<file path="src/rtl/xrr_pkg.sv">
package xrr_pkg;

    localparam int DATA_W  = 32;
    localparam int CNT_W   = 5;
    localparam int ADDR_W  = 3;

    localparam logic [DATA_W-1:0] DEFAULT_SEED = 32'h1D87_2665;
    localparam int SHIFT_A = 13;
    localparam int SHIFT_B = 17;
    localparam int SHIFT_C = 5;

    // Register index held in paddr bit 2
    localparam logic REG_SEED = 1'b0;

    localparam logic [CNT_W-1:0] LAST_STEP = {CNT_W{1'b1}};

    // Controller to datapath commands
    typedef struct packed {
        logic load;
        logic step;
        logic emit;
    } dp_cmd_t;

    // Datapath to controller status
    typedef struct packed {
        logic last_step;
    } dp_status_t;

    // One xorshift32 step
    function automatic logic [DATA_W-1:0] xs_advance(input logic [DATA_W-1:0] x);
        logic [DATA_W-1:0] y;
        begin
            y = x ^ (x << SHIFT_A);
            y = y ^ (y >> SHIFT_B);
            y = y ^ (y << SHIFT_C);
            return y;
        end
    endfunction

endpackage

</file>
<file path="src/rtl/xrr_req_if.sv">
interface xrr_req_if;
    logic                               valid;
    logic                               ready;
    logic signed [xrr_pkg::DATA_W-1:0]  low_bound;
    logic signed [xrr_pkg::DATA_W-1:0]  high_bound;

    modport source (output valid, output low_bound, output high_bound, input ready);
    modport sink   (input valid, input low_bound, input high_bound, output ready);
endinterface

</file>
<file path="src/rtl/xrr_rsp_if.sv">
interface xrr_rsp_if;
    logic                               valid;
    logic                               ready;
    logic        [xrr_pkg::DATA_W-1:0]  raw_word;
    logic signed [xrr_pkg::DATA_W-1:0]  ranged_value;
    logic                               range_error;

    modport source (output valid, output raw_word, output ranged_value,
                    output range_error, input ready);
    modport sink   (input valid, input raw_word, input ranged_value,
                    input range_error, output ready);
endinterface

</file>
<file path="src/rtl/xrr_ctrl.sv">
module xrr_ctrl (
    input  logic                clk,
    input  logic                rst_n,
    input  logic                in_valid,
    output logic                in_ready,
    output logic                out_valid,
    input  logic                out_ready,
    output xrr_pkg::dp_cmd_t    cmd,
    input  xrr_pkg::dp_status_t status
);
    import xrr_pkg::*;

    typedef enum logic [2:0] {
        ST_IDLE = 3'b001,
        ST_RUN  = 3'b010,
        ST_EMIT = 3'b100
    } ctrl_state_t;

    ctrl_state_t state_reg, state_next;
    logic        out_valid_reg, out_valid_next;
    logic        in_take;
    logic        emit_ok;

    assign in_ready  = (state_reg == ST_IDLE);
    assign in_take   = in_valid && in_ready;
    assign out_valid = out_valid_reg;
    // Output slot is free when empty or being drained this cycle
    assign emit_ok   = !out_valid_reg || out_ready;

    // Sequence load, divide steps and emit
    always_comb
    begin
        state_next = state_reg;
        cmd        = '0;
        unique case (state_reg)
            ST_IDLE:
            begin
                if (in_take)
                begin
                    cmd.load   = 1'b1;
                    state_next = ST_RUN;
                end
            end
            ST_RUN:
            begin
                cmd.step = 1'b1;
                if (status.last_step)
                begin
                    state_next = ST_EMIT;
                end
            end
            ST_EMIT:
            begin
                if (emit_ok)
                begin
                    cmd.emit   = 1'b1;
                    state_next = ST_IDLE;
                end
            end
            default:
            begin
                state_next = ST_IDLE;
            end
        endcase
    end

    // Set output valid on emit, drop it when the item is taken
    always_comb
    begin
        out_valid_next = out_valid_reg;
        if (cmd.emit)
        begin
            out_valid_next = 1'b1;
        end
        else if (out_ready)
        begin
            out_valid_next = 1'b0;
        end
    end

    always_ff @(posedge clk or negedge rst_n)
    begin
        if (!rst_n)
        begin
            state_reg     <= ST_IDLE;
            out_valid_reg <= 1'b0;
        end
        else
        begin
            state_reg     <= state_next;
            out_valid_reg <= out_valid_next;
        end
    end

endmodule

</file>
<file path="src/rtl/xrr_dp.sv">
module xrr_dp (
    input  logic                                clk,
    input  logic                                rst_n,
    input  xrr_pkg::dp_cmd_t                    cmd,
    output xrr_pkg::dp_status_t                 status,
    input  logic                                seed_load,
    input  logic        [xrr_pkg::DATA_W-1:0]   seed_word,
    input  logic signed [xrr_pkg::DATA_W-1:0]   low_bound,
    input  logic signed [xrr_pkg::DATA_W-1:0]   high_bound,
    output logic        [xrr_pkg::DATA_W-1:0]   raw_word,
    output logic signed [xrr_pkg::DATA_W-1:0]   ranged_value,
    output logic                                range_error
);
    import xrr_pkg::*;

    logic [DATA_W-1:0] gen_reg;
    logic [DATA_W-1:0] raw_reg;
    logic [DATA_W-1:0] dvd_reg;
    logic [DATA_W-1:0] rem_reg;
    logic [DATA_W-1:0] lo_reg;
    logic [DATA_W-1:0] span_reg;
    logic              err_reg;
    logic [CNT_W-1:0]  cnt_reg;
    logic [DATA_W-1:0] out_raw_reg;
    logic [DATA_W-1:0] out_ranged_reg;
    logic              out_err_reg;

    logic [DATA_W-1:0] gen_next;
    logic [DATA_W:0]   shifted;
    logic [DATA_W:0]   trial;
    logic [DATA_W-1:0] rem_next;
    logic [DATA_W-1:0] rem_sel;

    assign gen_next = xs_advance(gen_reg);

    // One restoring divide step: shift in next dividend bit, subtract if it fits
    assign shifted  = {rem_reg, dvd_reg[DATA_W-1]};
    assign trial    = shifted - {1'b0, span_reg};
    assign rem_next = trial[DATA_W] ? shifted[DATA_W-1:0] : trial[DATA_W-1:0];

    // A wrapped span of zero stands for the full 2^32 range
    assign rem_sel  = (span_reg == '0) ? raw_reg : rem_reg;

    assign status.last_step = (cnt_reg == LAST_STEP);

    // Generator state: reload from seed, advance on each accepted item
    always_ff @(posedge clk or negedge rst_n)
    begin
        if (!rst_n)
        begin
            gen_reg <= DEFAULT_SEED;
        end
        else if (seed_load)
        begin
            gen_reg <= (seed_word == '0) ? DEFAULT_SEED : seed_word;
        end
        else if (cmd.load)
        begin
            gen_reg <= gen_next;
        end
    end

    // Divider and operand registers
    always_ff @(posedge clk)
    begin
        if (cmd.load)
        begin
            raw_reg  <= gen_next;
            dvd_reg  <= gen_next;
            rem_reg  <= '0;
            cnt_reg  <= '0;
            lo_reg   <= low_bound;
            span_reg <= high_bound - low_bound + DATA_W'(1);
            err_reg  <= (high_bound < low_bound);
        end
        else if (cmd.step)
        begin
            dvd_reg <= {dvd_reg[DATA_W-2:0], 1'b0};
            rem_reg <= rem_next;
            cnt_reg <= cnt_reg + CNT_W'(1);
        end
    end

    // Output register
    always_ff @(posedge clk)
    begin
        if (cmd.emit)
        begin
            out_raw_reg    <= raw_reg;
            out_ranged_reg <= err_reg ? lo_reg : (lo_reg + rem_sel);
            out_err_reg    <= err_reg;
        end
    end

    assign raw_word     = out_raw_reg;
    assign ranged_value = out_ranged_reg;
    assign range_error  = out_err_reg;

endmodule

</file>
<file path="src/rtl/xorshift_ranged_random.sv">
// Ranged xorshift32 random number source.
// Input channel req carries a draw request with signed inclusive bounds
// low_bound and high_bound. Output channel rsp returns the new generator word
// raw_word, ranged_value = low_bound + raw_word mod (high_bound-low_bound+1),
// and range_error, set when high_bound < low_bound (ranged_value is then
// low_bound; the generator still advances).
// Timing: the accepting edge loads the operands and advances the generator,
// then a restoring divider forms one remainder bit per cycle, then an emit
// cycle sets rsp.valid once the output register is free. The next request
// is taken the cycle after the emit, so the divider serves one request at
// a time.
// A finished result sits in the output register; the next request is taken
// while it waits, and a stalled receiver only holds up the emit of the
// following item until the register is drained.
// Reset (rst_n low, asynchronous) loads the default seed 0x1D872665 and
// empties the output. An APB write to the seed register (address 0) reloads
// the generator; a zero seed loads the default instead. Write only when idle.
module xorshift_ranged_random (
    input  logic                        clk,
    input  logic                        rst_n,
    xrr_req_if.sink                     req,
    xrr_rsp_if.source                   rsp,
    input  logic                        psel,
    input  logic                        penable,
    input  logic                        pwrite,
    input  logic [xrr_pkg::ADDR_W-1:0]  paddr,
    input  logic [xrr_pkg::DATA_W-1:0]  pwdata,
    output logic [xrr_pkg::DATA_W-1:0]  prdata,
    output logic                        pready
);
    import xrr_pkg::*;

    dp_cmd_t           cmd;
    dp_status_t        status;
    logic [DATA_W-1:0] seed_reg;
    logic              wr_en;
    logic              seed_load;

    assign pready    = 1'b1;
    assign wr_en     = psel && penable && pwrite && pready;
    assign seed_load = wr_en && (paddr[2] == REG_SEED);

    // Seed register
    always_ff @(posedge clk or negedge rst_n)
    begin
        if (!rst_n)
        begin
            seed_reg <= DEFAULT_SEED;
        end
        else if (seed_load)
        begin
            seed_reg <= pwdata;
        end
    end

    // Read back
    assign prdata = (paddr[2] == REG_SEED) ? seed_reg : '0;

    xrr_ctrl u_ctrl (
        .clk       (clk),
        .rst_n     (rst_n),
        .in_valid  (req.valid),
        .in_ready  (req.ready),
        .out_valid (rsp.valid),
        .out_ready (rsp.ready),
        .cmd       (cmd),
        .status    (status)
    );

    xrr_dp u_dp (
        .clk          (clk),
        .rst_n        (rst_n),
        .cmd          (cmd),
        .status       (status),
        .seed_load    (seed_load),
        .seed_word    (pwdata),
        .low_bound    (req.low_bound),
        .high_bound   (req.high_bound),
        .raw_word     (rsp.raw_word),
        .ranged_value (rsp.ranged_value),
        .range_error  (rsp.range_error)
    );

endmodule
</file>
<file path="src/flat_wrapper.sv">
// flat-port wrapper written by rule: the top's interface ports become plain ports
module xorshift_ranged_random_flat import xrr_pkg::*;
  (clk, rst_n, psel, penable, pwrite, paddr, pwdata, prdata, pready, req_valid, req_low_bound, req_high_bound, req_ready, rsp_valid, rsp_raw_word, rsp_ranged_value, rsp_range_error, rsp_ready);
  xrr_req_if req_i ();
  xrr_rsp_if rsp_i ();
  input  logic clk;
  input  logic rst_n;
  input  logic psel;
  input  logic penable;
  input  logic pwrite;
  input  logic [xrr_pkg::ADDR_W-1:0] paddr;
  input  logic [xrr_pkg::DATA_W-1:0] pwdata;
  output logic [xrr_pkg::DATA_W-1:0] prdata;
  output logic pready;
  input wire logic [$bits(req_i.valid)-1:0] req_valid;
  input wire logic [$bits(req_i.low_bound)-1:0] req_low_bound;
  input wire logic [$bits(req_i.high_bound)-1:0] req_high_bound;
  output wire logic [$bits(req_i.ready)-1:0] req_ready;
  output wire logic [$bits(rsp_i.valid)-1:0] rsp_valid;
  output wire logic [$bits(rsp_i.raw_word)-1:0] rsp_raw_word;
  output wire logic [$bits(rsp_i.ranged_value)-1:0] rsp_ranged_value;
  output wire logic [$bits(rsp_i.range_error)-1:0] rsp_range_error;
  input wire logic [$bits(rsp_i.ready)-1:0] rsp_ready;
  assign req_i.valid = req_valid;
  assign req_i.low_bound = req_low_bound;
  assign req_i.high_bound = req_high_bound;
  assign req_ready = req_i.ready;
  assign rsp_valid = rsp_i.valid;
  assign rsp_raw_word = rsp_i.raw_word;
  assign rsp_ranged_value = rsp_i.ranged_value;
  assign rsp_range_error = rsp_i.range_error;
  assign rsp_i.ready = rsp_ready;
  xorshift_ranged_random u_core (.clk(clk), .rst_n(rst_n), .req(req_i), .rsp(rsp_i), .psel(psel), .penable(penable), .pwrite(pwrite), .paddr(paddr), .pwdata(pwdata), .prdata(prdata), .pready(pready));
endmodule
</file>
<file path="config.mk">
export PLATFORM = sky130hd
export DESIGN_NAME = xorshift_ranged_random_flat
export DESIGN_NICKNAME = d
export VERILOG_FILES = /design/src/rtl/xrr_pkg.sv /design/src/rtl/xrr_req_if.sv /design/src/rtl/xrr_rsp_if.sv /design/src/rtl/xrr_ctrl.sv /design/src/rtl/xrr_dp.sv /design/src/rtl/xorshift_ranged_random.sv /design/src/flat_wrapper.sv
export SDC_FILE = /design/constraint.sdc
export NUM_CORES = 1
export LEC_CHECK = 0
export ABC_AREA = 1
export BUFFER_PORTS_ARGS = -buffer_cell sky130_fd_sc_hd__buf_4
export CORE_MARGIN = 1.5
export CORE_UTILIZATION = 47
export DETAILED_ROUTE_END_ITERATION = 8
export GPL_TIMING_DRIVEN = 0
export PLACE_DENSITY = 0.74
export SYNTH_ARGS = -nofsm -noshare
export SYNTH_HDL_FRONTEND = slang
export SYNTH_SLANG_ARGS = --single-unit
export TNS_END_PERCENT = 100
</file>
<file path="constraint.sdc">
create_clock -name clk -period 11.15 [get_ports clk]
set_input_delay 1.115 -clock clk [delete_from_list [all_inputs] [get_ports clk]]
set_output_delay 1.115 -clock clk [all_outputs]
set_load 0.1 [all_outputs]
</file>
Word-level counts from Yosys, hierarchy flattened
Cells that the tools add are included.
{"block": "op_classes", "n_lt_le_gt_ge": 1, "add_sub_neg": 5, "n_eq_ne": 7, "bitwise": 4, "n_mux": 20, "n_reduce_logical": 12}
{"op": "2-to-1 mux 32 bit", "n": 9}
{"op": "logical NOT 32 bit", "n": 2}
{"op": "bitwise XOR 32 bit", "n": 2}
{"op": "subtractor 33 x 32 -> 33 bit", "n": 1}
{"op": "adder 32 x 2 -> 32 bit (second input constant)", "n": 1}
{"op": "adder 32 bit", "n": 1}
{"op": "< comparator 32 bit", "n": 1}
{"op": "subtractor 32 bit", "n": 1}
{"op": "bitwise XOR 32 x 15 -> 32 bit", "n": 1}
{"op": "2-to-1 mux 3 bit", "n": 3}
{"op": "one-hot mux 3 bit (3 select lines)", "n": 1}
{"op": "2-to-1 mux 1 bit", "n": 7}
{"op": "nonzero test 2 bit", "n": 3}
{"op": "adder 5 x 1 -> 5 bit (second input constant)", "n": 1}
{"op": "equality test 5 bit (second input constant)", "n": 1}
{"op": "logical AND 1 bit", "n": 4}
{"op": "inequality test 2 x 1 -> 1 bit (second input constant)", "n": 2}
{"op": "equality test 3 x 1 -> 1 bit (second input constant)", "n": 1}
{"op": "equality test 3 x 2 -> 1 bit (second input constant)", "n": 1}
{"op": "equality test 3 bit (second input constant)", "n": 1}
{"op": "AND reduction 3 bit", "n": 1}
{"op": "inequality test 2 bit (second input constant)", "n": 1}
{"op": "logical NOT 1 bit", "n": 1}
{"op": "logical OR 1 bit", "n": 1}
{"op": "inverter 1 bit", "n": 1}
{"block": "totals", "regBits": 299}

Logic depth before layout (Yosys ltp)
Gate-level depths: netlist (run 1).
{"block": "logic_depth", "word_depth": 6, "mapped_depth": 22, "mapped_depth_nobuf": 20}

Hierarchy
A second synthesis (run 1) with hierarchy kept.
{"block": "unflattened", "hier_cells": 2612, "hier_area_um2": 20044.2}
{"mod": "xrr_dp", "area_per_inst_um2": 18220.0, "cells_each": 2371, "seq_area_each_um2": 7385.8, "n_inst": 1}
{"mod": "xorshift_ranged_random", "area_per_inst_um2": 1609.0, "cells_each": 213, "seq_area_each_um2": 819.5, "n_inst": 1}
{"mod": "xrr_ctrl", "area_per_inst_um2": 215.2, "cells_each": 28, "seq_area_each_um2": 101.3, "n_inst": 1}

Worst setup path after synthesis (run 1)
Ideal clock, no wire load.
{"block": "synth_timing", "kind": "input -> register", "start": "input port rsp_ready", "end": "register u_core.u_dp.out_err_reg, in the netlist u_core.u_dp.range_error, enable pin", "required_time_ps": 10662, "n_path_buf": 0, "setup_slack_ps": 6778, "arrival_time_ps": 3884, "stages": 2, "path_cell_list": "nor2_1 -> nor2_1"}
{"item": "start, declared", "line_no": "flat_wrapper.sv:23", "source": "input wire logic [$bits(rsp_i.ready)-1:0] rsp_ready;"}
{"item": "end signal, assigned", "line_no": "xrr_dp.sv:91", "source": "out_err_reg <= err_reg;"}
{"item": "end, declared", "line_no": "xrr_dp.sv:26", "source": "logic out_err_reg;"}

Worst setup path in the final report (run 1)
{"block": "layout_timing", "start": "register u_core.u_dp.span_reg[31]", "end": "register u_core.u_dp.out_ranged_reg[30], in the netlist u_core.u_dp.ranged_value[30], data pin"}
{"block": "layout_between", "elab_chain_len": 4}
{"item": "start, declared", "line_no": "xrr_dp.sv:21", "source": "logic [DATA_W-1:0] span_reg;"}
{"item": "start signal, assigned", "line_no": "xrr_dp.sv:73", "source": "span_reg <= high_bound - low_bound + DATA_W'(1);"}
{"item": "logical NOT 32 bit", "line_no": "xrr_dp.sv:42", "source": "assign rem_sel = (span_reg == '0) ? raw_reg : rem_reg;"}
{"item": "2-to-1 mux 32 bit", "line_no": "xrr_dp.sv:42"}
{"item": "adder 32 bit", "line_no": "xrr_dp.sv:90", "source": "out_ranged_reg <= err_reg ? lo_reg : (lo_reg + rem_sel);"}
{"item": "2-to-1 mux 32 bit", "line_no": "xrr_dp.sv:90"}
{"item": "end signal, assigned", "line_no": "xrr_dp.sv:90"}
{"item": "end, declared", "line_no": "xrr_dp.sv:25", "source": "logic [DATA_W-1:0] out_ranged_reg;"}
Every way passes these cells.
A chain may end at the register's enable or synchronous reset.

==> results of run 1 <==
where the power goes:
part	switching [mW]	internal, mW	leakage, nW
Sequential	0.290	1.78	2.86
Combinational	2.55	1.07	8.42
Clock	0.487	0.666	0.543
stage by stage:
stage	cell area, um2	std cells	power, mW
detailed placement	22500	3416	5.61
global route	23600	3478	7.24
global placement	22400	3413	5.56
CTS	23600	3478	6.79
finish	23700	3479	6.84
floorplan	20200	2673	4.45
layout by cell type, fill, tap and decap left out, types with 69 or more instances in the layout:
cell      netlist  final
buf_4           4    206
edfxtp_1      194    194
nand2_1       808    807
o21ai_0       141    141
inv_1         445    445
ha_1          131    131
xor2_1         69     69
nor2_1        225    224
a21oi_1       132    132
nand3_1       158    158
cells by family (layout without fill, tap and decap cells):
group	after synthesis	count (layout)	share of synthesized area, %
other	1	2	0.0185
and+or+nand+nor	1293	1293	26.4
xor gates and xnor gates	100	100	4.33
DFF	299	299	41.0
AOI/OAI and AO/OA	318	318	8.41
muxes	5	5	0.278
adders and majority gates	149	149	9.88
buffers and inverters	508	774	9.71
layer usage:
layer  vias up  share of wire, %
met1      8694                44
met4         2               3.8
met2       719                45
li1       9000                 -
met3       137               7.1
met5         -             0.019
path summary, 6_finish.rpt:
path                                               start                      endpoint  slack [ps]  cells past startpoint
worst max-delay path            u_core.u_dp.span_reg[31]  u_core.u_dp.ranged_value[30]        6480                     22
worst min-delay path              u_core.u_dp.cnt_reg[3]        u_core.u_dp.cnt_reg[3]         460                      1
worst max register to register  u_core.u_dp.span_reg[31]  u_core.u_dp.ranged_value[30]        6480                     22
worst min register to register    u_core.u_dp.cnt_reg[3]        u_core.u_dp.cnt_reg[3]         460                      1
max in group asynchronous                          rst_n           u_core.seed_reg[15]        9930                      1
min in group asynchronous                          rst_n        u_core.u_dp.gen_reg[1]         660                      1
critical path, delay by kind of cell, from the launching register on:
kind	cells	cell delay [ps]
AND/OR/NAND/NOR	14	1810
buffers and inverters	4	970
adder cells (fa/ha/maj)	2	590
AO/OA/AOI/OAI	2	580
flip-flops	1	470
cell type report:
class | instances | area, um2
plain buffers | 59 | 284
inverters | 449 | 1690
clock inverters | 22 | 265
clock buffers | 40 | 873
well taps | 539 | 674
flip-flops and latches | 299 | 8310
multi-input cells | 1866 | 9980
fillers | 3985 | 18600
diodes | 1 | 2.50
repair buffers | 204 | 1580
==> flow_summary_export.csv, run 1 <==
group,metric,value,unit
cells_and_area,layout.nets,3168,
yosys,netlist_instances,2673,
cells_and_area,layout-drive-gt1-share,11.9,%
yosys,ys_top_cells_by_count,"nand2_1, inv_1, nor2_1",
route,vias_per_cell,5.33,
global_routing,grt_max_degree,69,
clock_network,clk_latency,570,ps
route,vias,18600,
yosys,ys_seq_elements,299,
clock_network,numCtsBuffers,34,
yosys,synth_area_leaders,"edfxtp_1, nand2_1, inv_1",
clock_network,cts_tree,"built",
placement,hpwl,56.1,mm
global_routing,grt_overflow,0,
timing,final.setup.tns,0,ps
clock_network,clkSinkCount,299,
critical_path,end_kind,"flop",
floorplan,core,42200,um2
timing,fmax,214,MHz
global_routing,grt_pass1_vias,17800,
timing,final_hold_viol_count,0,
yosys,ys_types,48,
global_routing,grt_use_met2,48.4,%
floorplan,die_area,44300,um2
route,wl,67.8,mm
clock_network,postCtsHoldBufs,0,
critical_path,cp-start-kind,"flop",
timing,finalSetupViolCount,0,
yosys,synth.most_common_cell,"nand2_1",
yosys,synth_top_area_share,28.8,%
critical_path,slowest_stage,"o21ai_0",
cells_and_area,area.growth.synth_to_final,16.8,%
floorplan,num_io_pins,206,
placement,place_congestion,1.00,
global_routing,antenna_found_initial,2,
yosys,seq_area_frac_synth,41.0,%
placement,io_buffers,201,
floorplan,fp-row-count,75,
power,max-vdd-ir-drop,0.000182,V
floorplan,die_x,211,um
timing,worst_clock_skew,27.1,ps
clock_network,cts_root_buffer,"clkbuf_16",
clock_network,cts.htree.levels,2,
global_routing,grt_pass1_wl,102,mm
timing,finalCritPeriodShare,41.9,%
yosys,synth_top_flop_cell,"edfxtp_1",
worst_hold_path,hold_path.class,"reg -> reg",
yosys,synth_area,20200,um2
clock_network,postCtsResizedCells,0,
route,first_pass_iters,7,
timing,whs,462,ps
floorplan,die_h,211,um
yosys,synth_edf_count,194,
critical_path,crit_chain,"inv_1 -> nand4_1 -> nor2_1 -> nand2_1 -> nor2_1 -> buf_2 -> buf_2 -> nand2_1 -> o21ai_0 -> ha_1 -> inv_1 -> fa_1 -> o21ai_0 -> nand2_1 -> nand2_1 -> nand3_1 -> nand2_1 -> nand3b_1 -> nand2_1 -> nand2_1 -> nand3_1 -> nand2_1",
power,p_leak,11.8,nW
flow_run,maxCapViolCount,0,
timing,relSlewSlack,42.2,%
clock_network,clk_pin_slew,60,ps
yosys,synthArstFlopShare,22.7,%
timing,postLayoutSetupSlackWorst,6480,ps
placement,post-place-ws,6640,ps
critical_path,required,11460,ps
cells_and_area,fin_util,56.0,%
route,antenna_left,0,
run_status,run_status,"finished clean",
timing,slew_viol_final,0,
timing,rsz0062_at_grt,"no",
global_routing,grt.total_usage,30.5,%
route,drc,0,
route,drtIter0Drc,1663,
timing,tightestPinTransition,867,ps
critical_path,crit_top_cell,"nand2_1",
timing,timing.final.crit_period,4670,ps
yosys,synth_top_area_cell,"edfxtp_1",
critical_path,crit_fanout,10,
global_routing,grt_busiest_layer,"met2",
global_routing,grt_util_met1,42.5,%
clock_network,cts_setup_buffers,0,
critical_path,crit_arrival,4990,ps
clock_network,cts_buffer_depth,3,
critical_path,worstSetupPathType,"reg -> reg",
route,wl_per_cell,19.5,um
power,power.density,289,nW/um2
yosys,synth_nets,2928,
global_routing,met3_usage,4.44,%
yosys,synth_area_per_cell,7.57,um2
critical_path,cp_slowest_stage_delay,500,ps
yosys,yosysWarnings,0,
floorplan,initial_utilization,47.9,%
(Power assumes the default switching activity.)
==> run 2, diff against run 1 <==
--- a/config.mk
+++ b/config.mk
@@ -5,7 +5,7 @@
 export SDC_FILE = /design/constraint.sdc
 export NUM_CORES = 1
 export LEC_CHECK = 0
-export ABC_AREA = 1
+export ABC_AREA = 0
 export BUFFER_PORTS_ARGS = -buffer_cell sky130_fd_sc_hd__buf_4
 export CORE_MARGIN = 1.5
 export CORE_UTILIZATION = 47
==> constraint.sdc (replaced) <==
create_clock -name clk -period 4.6 [get_ports clk]
set_input_delay 0.46 -clock clk [delete_from_list [all_inputs] [get_ports clk]]
set_output_delay 0.46 -clock clk [all_outputs]
set_load 0.1 [all_outputs]
==> flow_summary_export.csv, run 2 <==
group,metric,value,unit
global_routing,grt_overflow,0,
clock_network,cts.htree.levels,2,
timing,relSlewSlack,36.9,%
critical_path,crit_fanout,6,
floorplan,initial_utilization,47.5,%
power,seqPwrFrac,38.8,%
timing,final.setup.tns,0,ps
route,vias,15000,
placement,io_buffers,202,
clock_network,clk_latency,530,ps
yosys,seq_area_frac_synth,45.2,%
floorplan,num_io_pins,206,
timing,postLayoutSetupSlackWorst,71.6,ps
run_status,run_status,"finished clean",
yosys,synth_area,18400,um2
clock_network,cts_tree,"built",
route,wl_met1,22.2,mm
clock_network,numCtsBuffers,35,
yosys,synth_area_leaders,"edfxtp_1, ha_1, nand2_1",
cells_and_area,layout_common_cells,"nand2_1, buf_4, edfxtp_1, inv_1, ha_1",
global_routing,grt.total_usage,26.5,%
yosys,ys_seq_elements,299,
cells_and_area,layout.nets,2390,
yosys,synth.most_common_cell,"nand2_1",
placement,place_congestion,0.948,
route,antenna_left,0,
flow_run,maxCapViolCount,0,
route,drtIter0Drc,1036,
yosys,ys_types,81,
clock_network,clk_pin_slew,70,ps
floorplan,die_x,201,um
cells_and_area,fillers,3354,
yosys,synth_top_flop_cell,"edfxtp_1",
timing,slew_viol_final,0,
clock_network,cts_buffer_depth,3,
cells_and_area,multi_input_area,9470,um2
power,max-vdd-ir-drop,0.000350,V
yosys,synth_top_area_cell,"edfxtp_1",
route,wl_met3,2.54,mm
yosys,synth_area_per_cell,9.75,um2
cells_and_area,layout-drive-gt1-share,18.0,%
placement,dp.cells,2608,
critical_path,end_kind,"flop",
critical_path,cp-start-kind,"flop",
yosys,synth_nets,2139,
yosys,ys_top_cells_by_count,"nand2_1, edfxtp_1, inv_1",
timing,final_hold_viol_count,0,
placement,post-place-ws,-1480,ps
route,drc,0,
timing,worst_clock_skew,14.5,ps
power,p_sw,4.92,mW
route,wl,53.7,mm
yosys,synth_edf_count,194,
global_routing,grt_pass1_wl,82.8,mm
yosys,synth_top_area_share,31.7,%
timing,rsz0062_at_grt,"yes",
timing,finalCritPeriodShare,98.4,%
global_routing,grt_max_degree,69,
critical_path,required,4850,ps
global_routing,antenna_found_initial,3,
route,wl_met2,26.5,mm
placement,hpwl,42.9,mm
route,vias_per_cell,5.58,
floorplan,die_area,40300,um2
clock_network,postCtsHoldBufs,0,
worst_hold_path,hold_path.class,"in -> async",
timing,tightestPinTransition,946,ps
global_routing,grt_pass1_vias,14900,
yosys,yosysWarnings,0,
power,comb_power_share,38.8,%
floorplan,fp-row-count,72,
floorplan,core,38600,um2
timing,fmax,221,MHz
power,power.internal,7.41,mW
power,clock_power_share,22.4,%
route,wl_per_cell,20.0,um
timing,finalSetupViolCount,0,
timing,timing.final.crit_period,4530,ps
power,power.density,558,nW/um2
critical_path,worstSetupPathType,"reg -> reg",
clock_network,cts_root_buffer,"clkbuf_16",
cells_and_area,final_common_cell,"nand2_1",
critical_path,r2r_cells,16,
cells_and_area,area.growth.synth_to_final,20.3,%
cells_and_area,finalNonFillerCells,2681,
clock_network,clkSinkCount,299,
yosys,netlist_instances,1884,
cells_and_area,seqCellArea,8310,um2
critical_path,crit_arrival,4780,ps
timing,whs,40.1,ps
route,highest_layer,"met5",
yosys,synthArstFlopShare,22.7,%
route,first_pass_iters,5,
power,swShare,39.9,%
floorplan,die_h,201,um
power,p_leak,9.39,nW
-- run 2: changes by cell type after synthesis, moves of 31 or more --
cell / before / now
a21oi_1: 132 / 84
nand2_1: 808 / 320
xnor2_1: 31 / 83
nor2_1: 225 / 110
nand3_1: 158 / 29
inv_1: 445 / 145
mux2i_1: 0 / 31
nor2b_1: 0 / 54
-- run 2: final timing paths --
check | start | to | slack, ps
max | u_core.u_dp.span_reg[24] | u_core.u_dp.ranged_value[29] | 70
min | rst_n | u_core.seed_reg[3] | 40
max reg2reg | u_core.u_dp.span_reg[24] | u_core.u_dp.ranged_value[29] | 70
min reg2reg | u_core.seed_reg[18] | u_core.seed_reg[18] | 460
max in group asynchronous | rst_n | u_core.seed_reg[29] | 3960
min in group clk | req_low_bound[31] | u_core.u_dp.lo_reg[31] | 120
-- run 2: cell type report --
type / count / area share (%)
antenna: 2 / 0.0227
buffer: 58 / 1.29
clock buffer: 46 / 4.29
clock inverter: 17 / 0.810
inverter: 146 / 2.48
multi-input combinational: 1378 / 42.9
sequential: 299 / 37.6
tap: 518 / 2.93
timing repair buffer: 217 / 7.69
-- run 2: worst max-delay path, stage by stage, from the launching register on --
cell	delay, ps
edfxtp_1	410
nor4_2	350
nand4_1	230
nor2_4	250
clkbuf_8	200
buf_4	120
mux2_2	360
ha_1	230
a21o_1	200
a21o_1	210
a2111oi_4	330
nor3_1	110
or4_4	510
a31o_4	260
a211o_1	290
nand2_1	110
o21ai_1	80
-- run 2: cell families after synthesis --
| family | after synthesis | share of synthesized area, % |
|---|---|---|
| AND/OR/NAND/NOR | 634 | 15.7 |
| XOR/XNOR | 143 | 6.92 |
| AO/OA/AOI/OAI | 388 | 13.2 |
| multiplexers | 63 | 3.65 |
| other | 1 | 0.0204 |
| flip-flops | 299 | 45.2 |
| adder cells (fa/ha/maj) | 149 | 10.9 |
| buffers and inverters | 207 | 4.41 |
-- run 2: repair_timing --
action,4_1_cts,5_1_grt
pin swaps,8,13
buffers inserted,8,3
gates resized for setup,29,28
endpoints found under the setup margin,21,11
-- run 2: power groups by stage --
| stage | registers (mW) | logic (mW) | clock network [mW] |
|---|---|---|---|
| after floorplan | 4.47 | 3.33 | 0 |
| after global placement | 4.83 | 4.57 | 0 |
| after detailed placement | 4.80 | 4.70 | 0 |
| after CTS | 4.76 | 4.76 | 2.80 |
| after global routing | 4.84 | 5.24 | 2.89 |
| final | 4.79 | 4.78 | 2.75 |
-- run 2: routing by layer --
layer / track usage [%] / vias up
li1: - / 7099
met1: 33.3 / 7197
met2: 46.6 / 539
met3: 2.45 / 130
met4: 11.8 / 2
met5: 0 / -
-- run 2: metrics by stage --
stage / cell area [um2] / power [mW] / utilization (%)
after floorplan: 18400 / 7.80 / -
final: 22100 / 12.3 / 57.2
after CTS: 22000 / 12.3 / 56.8
after detailed placement: 20600 / 9.50 / 53.4
after global routing: 22100 / 13.0 / 57.2
after global placement: 20500 / 9.40 / 53.1
